--- config.mk ---
export PLATFORM = sky130hd
export DESIGN_NAME = wdf_dist
export DESIGN_NICKNAME = d
export VERILOG_FILES = /design/src/rtl/core/waypoint_decimate_and_follow_core_macros.svh /design/src/rtl/core/wdf_pkg.sv /design/src/rtl/core/wdf_dist.sv
export SDC_FILE = /design/constraint.sdc
export NUM_CORES = 2
export LEC_CHECK = 0
export BUFFER_PORTS_ARGS = -buffer_cell sky130_fd_sc_hd__buf_2
export CAP_MARGIN = 20
export CORE_ASPECT_RATIO = 1.1
export CORE_UTILIZATION = 65
export DETAILED_ROUTE_END_ITERATION = 10
export PLACE_DENSITY = 0.87
export SLEW_MARGIN = 20
export SYNTH_ARGS = -nofsm -noshare
export SYNTH_HDL_FRONTEND = slang
export SYNTH_SLANG_ARGS = --single-unit
--- constraint.sdc ---
create_clock -name i_clk -period 19.9 [get_ports i_clk]
set_input_delay 0.995 -clock i_clk [delete_from_list [all_inputs] [get_ports i_clk]]
set_output_delay 0.995 -clock i_clk [all_outputs]
set_load 0.02 [all_outputs]
--- src/rtl/core/waypoint_decimate_and_follow_core_macros.svh ---
// Assertion macros shared by the waypoint follower RTL.
`ifndef WAYPOINT_DECIMATE_AND_FOLLOW_CORE_MACROS_SVH
`define WAYPOINT_DECIMATE_AND_FOLLOW_CORE_MACROS_SVH

`ifndef SYNTH

`define WDF_ASSERT_ALWAYS(label, clk, rst_n, cond, msg) \
    label: assert property (@(posedge clk) disable iff (!rst_n) (cond)) else $error(msg);

`define WDF_ASSERT_IMPLY(label, clk, rst_n, ante, cons, msg) \
    label: assert property (@(posedge clk) disable iff (!rst_n) (ante) |-> (cons)) \
        else $error(msg);

`else

`define WDF_ASSERT_ALWAYS(label, clk, rst_n, cond, msg)

`define WDF_ASSERT_IMPLY(label, clk, rst_n, ante, cons, msg)

`endif

`endif

--- src/rtl/core/wdf_pkg.sv ---
// Shared constants for the distance-decimated waypoint follower.
package wdf_pkg;

    localparam int DEF_MAX_WAYPOINTS = 1024;
    localparam int DEF_COORD_BITS    = 24;

    // Configuration port
    localparam int CFG_W     = 16;
    localparam int CFG_IDX_W = 1;
    localparam logic [CFG_IDX_W-1:0] REG_SPACING = 1'b0;
    localparam logic [CFG_IDX_W-1:0] REG_ARRIVAL = 1'b1;
    localparam logic [CFG_W-1:0] RST_SPACING = 16'd2000;
    localparam logic [CFG_W-1:0] RST_ARRIVAL = 16'd600;

    // Item kinds
    localparam logic MODE_POSE = 1'b0;
    localparam logic MODE_PATH = 1'b1;

    // Distance arithmetic: differences of up to 32-bit coordinates,
    // magnitudes clamped to 65536 before squaring.
    localparam int DIFF_W   = 33;
    localparam int MAG_W    = 17;
    localparam logic [MAG_W-1:0] MAG_CLAMP = 17'h10000;
    localparam int SQ_W     = 2 * MAG_W;
    localparam int SUM_W    = SQ_W + 1;
    localparam int LIM_SQ_W = 2 * CFG_W;

endpackage

--- src/rtl/core/wdf_dist.sv ---
// Two-stage squared-distance unit: clamped magnitudes, then squares.
module wdf_dist #(
    parameter int COORD_BITS = wdf_pkg::DEF_COORD_BITS
) (
    input  logic                              i_clk,
    input  logic                              i_ld_mag,
    input  logic                              i_ld_sq,
    input  logic signed [COORD_BITS-1:0]      i_a_x,
    input  logic signed [COORD_BITS-1:0]      i_a_y,
    input  logic signed [COORD_BITS-1:0]      i_b_x,
    input  logic signed [COORD_BITS-1:0]      i_b_y,
    input  logic [wdf_pkg::CFG_W-1:0]         i_limit,
    output logic [wdf_pkg::SUM_W-1:0]         o_sum_sq,
    output logic [wdf_pkg::LIM_SQ_W-1:0]      o_lim_sq
);
    import wdf_pkg::*;

    logic signed [DIFF_W-1:0] w_dx;
    logic signed [DIFF_W-1:0] w_dy;
    logic [DIFF_W-1:0]        w_abs_x;
    logic [DIFF_W-1:0]        w_abs_y;
    logic [MAG_W-1:0]         w_mag_x;
    logic [MAG_W-1:0]         w_mag_y;

    logic [MAG_W-1:0]    r_mag_x;
    logic [MAG_W-1:0]    r_mag_y;
    logic [CFG_W-1:0]    r_lim;
    logic [SQ_W-1:0]     r_sq_x;
    logic [SQ_W-1:0]     r_sq_y;
    logic [LIM_SQ_W-1:0] r_lim_sq;

    assign w_dx = DIFF_W'(i_a_x) - DIFF_W'(i_b_x);
    assign w_dy = DIFF_W'(i_a_y) - DIFF_W'(i_b_y);
    assign w_abs_x = w_dx[DIFF_W-1] ? DIFF_W'(-w_dx) : DIFF_W'(w_dx);
    assign w_abs_y = w_dy[DIFF_W-1] ? DIFF_W'(-w_dy) : DIFF_W'(w_dy);

    // Both limits stay below 65536, so clamping leaves every compare intact.
    assign w_mag_x = (w_abs_x > DIFF_W'(MAG_CLAMP)) ? MAG_CLAMP : w_abs_x[MAG_W-1:0];
    assign w_mag_y = (w_abs_y > DIFF_W'(MAG_CLAMP)) ? MAG_CLAMP : w_abs_y[MAG_W-1:0];

    always_ff @(posedge i_clk) begin
        if (i_ld_mag) begin
            r_mag_x <= w_mag_x;
            r_mag_y <= w_mag_y;
            r_lim   <= i_limit;
        end
        if (i_ld_sq) begin
            r_sq_x   <= SQ_W'(r_mag_x) * SQ_W'(r_mag_x);
            r_sq_y   <= SQ_W'(r_mag_y) * SQ_W'(r_mag_y);
            r_lim_sq <= LIM_SQ_W'(r_lim) * LIM_SQ_W'(r_lim);
        end
    end

    assign o_sum_sq = SUM_W'(r_sq_x) + SUM_W'(r_sq_y);
    assign o_lim_sq = r_lim_sq;

endmodule

[Word level (Yosys, flattened, before mapping)]
Cells that the tools add are included.
Storage, ports and cells
  flip-flop bits (word level): 150
  bits in latches: 0
  bits in writable memories: 0
  memory bits (read-only): 0
  word-level logic and storage cells: 18
  memories kept: 0
Operators by class
  add/subtract/negate cells: 5
  $mul: 3
  div/mod/pow operators: 0
  magnitude comparators: 2
  eq/ne operators: 0
  shifts and indexed selects: 0
  multiplexer cells: 2
  bitwise logic cells: 0
  reductions and logical operators: 0
Operators by type and width (count)
  $mul A17 B17 Y34: 2
  $gt A33 B17 Y1 const B: 2
  $mux W33: 2
  $neg A25 Y33: 2
  $sub A24 B24 Y25: 2
  $add A34 B34 Y35: 1
  $mul A16 B16 Y32: 1

[Longest topological paths before layout]
  depth after elaboration: 4
  gate-level depth with buffers: 27

[Least setup slack after synthesis]
OpenSTA, ideal clock, no wires.
  path kind: reg2reg
  start point: register r_mag_x[5]
  end point: register r_sq_x[33], data pin
  arrival time: 6.301 ns
  path slack: 13.331 ns
  stages on the path, launching flop included: 24
  buffers on the path: 1
  cell sequence: edfxtp_1 > clkbuf_1 > nand2_1 > fa_1 > inv_1 > fa_1 > inv_1 > fa_1 > inv_1 > fa_1 > fa_1 > inv_1 > fa_1 > inv_1 > ha_1 > a21oi_1 > o21ai_0 > a2111oi_0 > nor2_1 > a41oi_1 > a21oi_1 > a41o_1 > o41ai_1 > xnor2_1
On the way
  longest elaborated chain between the ends: 1
Ends and longest elaborated chain
  start: declaration: line wdf_dist.sv:25  | logic [MAG_W-1:0] r_mag_x;
  start signal: assignment: line wdf_dist.sv:43  | r_mag_x <= w_mag_x;
  $mul A17 B17 Y34: line wdf_dist.sv:48  | r_sq_x <= SQ_W'(r_mag_x) * SQ_W'(r_mag_x);
  end signal: assignment: line wdf_dist.sv:48
  end: declaration: line wdf_dist.sv:28  | logic [SQ_W-1:0] r_sq_x;
Every way passes these cells.
A chain may end at the register's enable or synchronous reset.

[Final worst setup path]
  start point: register r_mag_x[2]
  end point: register r_sq_x[33], data pin
Same word-level chain as after synthesis.

==> results.sh <==
export IMPL_synth_nets=4791
export IMPL_place_congestion=0.910
export IMPL_synthTopCellsByCount="inv_1 (853), fa_1 (548), ha_1 (398)"
export IMPL_synth_top_area_share_pct=31.9
export IMPL_ys_seq_area_share_pct=12.9
export IMPL_core_area_um2=52300
export IMPL_layout_drive_gt1_share_pct=7.54
export IMPL_reg2reg_from="r_mag_x[2]$_SDFFCE_PN0P_"
export IMPL_cp_max_fo=18
export IMPL_slew_headroom_pct=35.2
export IMPL_crit_start="r_mag_x[2]$_SDFFCE_PN0P_"
export IMPL_synth_async_reset_ratio_pct=0
export IMPL_cp_common_cell="fa_1"
export IMPL_vias=26049
export IMPL_synth_most_common_cell="inv_1"
export IMPL_die_w_um=221
export IMPL_htree_levels=4
export IMPL_max_stage_delay_ns=0.69
export IMPL_fmax_mhz=136
export IMPL_cp_top_family="adder cells"
export IMPL_start_kind="flip-flop"
export IMPL_portBuffers=180
export IMPL_cts_resized=0
export IMPL_setup_viol=0
export IMPL_cp_data_arrival_time_ns=7.54
export IMPL_worst_path_max_delay_cell="edfxtp_1"
export IMPL_antenna_cells=0
export IMPL_worstMarginPinSlew_ns=0.972
export IMPL_worstSetupEndpointType="flip-flop"
export IMPL_multi_input_area_um2=26300
export IMPL_drt_antenna_violating_nets=0
export IMPL_final_hold_viol_count=0
export IMPL_cts_root_buffer="clkbuf_16"
export IMPL_antenna_found_initial=3
export IMPL_syn_cell_area_um2=34400
export IMPL_rsz0062_at_grt="false"
export IMPL_synth_area_leaders="fa_1 (32%), ha_1 (14%), edfxtp_1 (13%), inv_1 (9.3%), xnor2_1 (3.9%)"
export IMPL_die_area_um2=53800
export IMPL_grt_pass1_wl_mm=128
export IMPL_dp_cells=4489
export IMPL_grt_pass1_vias=27659
export IMPL_regArea_um2=4410
export IMPL_syn_to_final_growth_pct=5.61
export IMPL_ys_types=100
export IMPL_path_cells="and2_1, fa_1, inv_1, fa_1, inv_1, ha_1, fa_1, inv_1, fa_1, fa_1, inv_1, ha_1, or4_1, o221a_2, a2111oi_0, nor2_1, a41oi_1, a21oi_1, a41o_1, o41ai_1, xnor2_1"
export IMPL_cts_tree="done"
export IMPL_post_drt_wl_per_cell_um=16.8
export IMPL_rows=88
export IMPL_drc_errors=0
export IMPL_setup_tns_ns=0
export IMPL_yosys_area_top_type="fa_1"
export IMPL_insertion_delay_ns=0.48
export IMPL_cts_hold_buffers=0
export IMPL_hold_class="input port to flip-flop"
export IMPL_numCtsBuffers=17
export IMPL_grt_max_degree=75
export IMPL_pin_count=182
export IMPL_critPathBufInv=4
export IMPL_hpwl_mm=61.6
export IMPL_vias_per_cell=5.76
export IMPL_holdCritStartpoint="i_limit[8]"
export IMPL_fp_dieH_um=243
export IMPL_fin_worst_skew_ns=0.0179
export IMPL_final_max_slew_viol_count=0
export IMPL_first_pass_iters=7
export IMPL_grt_usage_pct=29.4
export IMPL_final_nets=4894
export IMPL_synth_flop_cell="edfxtp_1"
export IMPL_worstSetupPathType="flip-flop to flip-flop"
export IMPL_maxCapViolCount=0
export IMPL_ys_seq_elements=147
export IMPL_synth_edf_count=147
export IMPL_syn_area_per_cell_um2=9.21
export IMPL_fill_cells=3853
export IMPL_period_share_pct=36.8
export IMPL_path_clk_slew_ns=0.07
export IMPL_stdcell_count=4520
export IMPL_layout_min_cycle_time_ns=7.33
export IMPL_post_cts_setup_buffer_count=0
export IMPL_start_util_pct=65.7
export IMPL_gr_total_overflow=0
export IMPL_status="finished clean"
export IMPL_cts_buffer_depth=2
export IMPL_drtIter0Drc=1795
export IMPL_yosys_warnings=0
export IMPL_wl_mm=75.8
export IMPL_clock_sinks=147
export IMPL_netlist_instances=3730
export IMPL_critPathRequiredTime_ns=20.11
routing by layer:
layer,vias to the layer above,global-route usage [%],wire [um]
met5,-,0,25
met4,4,11.9,2780
met3,213,4.95,4640
met2,843,53.3,39600
met1,12856,34.4,28700
li1,12133,-,-
worst paths after layout:
check	end	depth (start not counted)	slack (ns)
hold / removal	r_lim[8]$_DFFE_PP_	1	0.70
setup reg to reg	r_sq_x[33]$_DFFE_PP_	21	12.57
setup / recovery	r_sq_x[33]$_DFFE_PP_	21	12.57
hold reg to reg	o_lim_sq[0]$_DFFE_PP_	0	0.92
per-stage QoR:
step	worst slack, ns	hold WS [ns]	util, %	area [um^2]
final	12.57	0.699	69.4	36300
after CTS	12.63	0.686	69.4	36300
after global routing	12.16	0.696	69.4	36300
after global placement	12.82	0.874	68.2	35700
after detailed placement	12.65	0.893	68.2	35700
after floorplan	13.33	0.446	-	34400
area by class of cell:
class                   instances  area share [%]
multi-input cells            2630            72.4
flip-flops and latches        147            12.2
inverters                     853            8.83
repair buffers                184            2.57
well taps                     675            2.33
clock buffers                  17            1.17
clock inverters                14           0.486
placed cells by master (no fill, tap or decap), types with 46 or more instances in the layout:
| master | synthesis | layout |
|---|---|---|
| inv_1 | 853 | 853 |
| fa_1 | 548 | 548 |
| ha_1 | 398 | 398 |
| nand2_1 | 313 | 313 |
| buf_2 | 14 | 179 |
| and2_1 | 175 | 175 |
| nor2_1 | 157 | 157 |
| xnor2_1 | 154 | 154 |
| edfxtp_1 | 147 | 147 |
| a21oi_1 | 122 | 122 |
| o21ai_0 | 85 | 85 |
| a21o_1 | 68 | 68 |
| nand3_1 | 51 | 51 |
| nor3_1 | 50 | 50 |
| xor2_1 | 46 | 46 |
logic make-up (layout without fill, tap and decap cells):
| family | count (synthesis) | after routing | synth area share, % |
|---|---|---|---|
| other cells | 1 | 1 | 0.0109 |
| flops | 147 | 147 | 12.9 |
| fa+ha+maj | 946 | 946 | 46.4 |
| compound gates | 507 | 507 | 10.0 |
| mux | 16 | 16 | 0.495 |
| simple gates | 959 | 959 | 14.4 |
| buf+inv | 953 | 1068 | 10.6 |
| xor+xnor | 201 | 201 | 5.18 |
state kept, by name (all words and copies together) (netlist names):
signal and cells:
r_sq_x 33, r_sq_y 33, o_lim_sq 31, r_mag_x 17
r_mag_y 17, r_lim 16
Power is not shown: default switching activity piles up to over one toggle a cycle in this logic, so the estimate is an artifact.
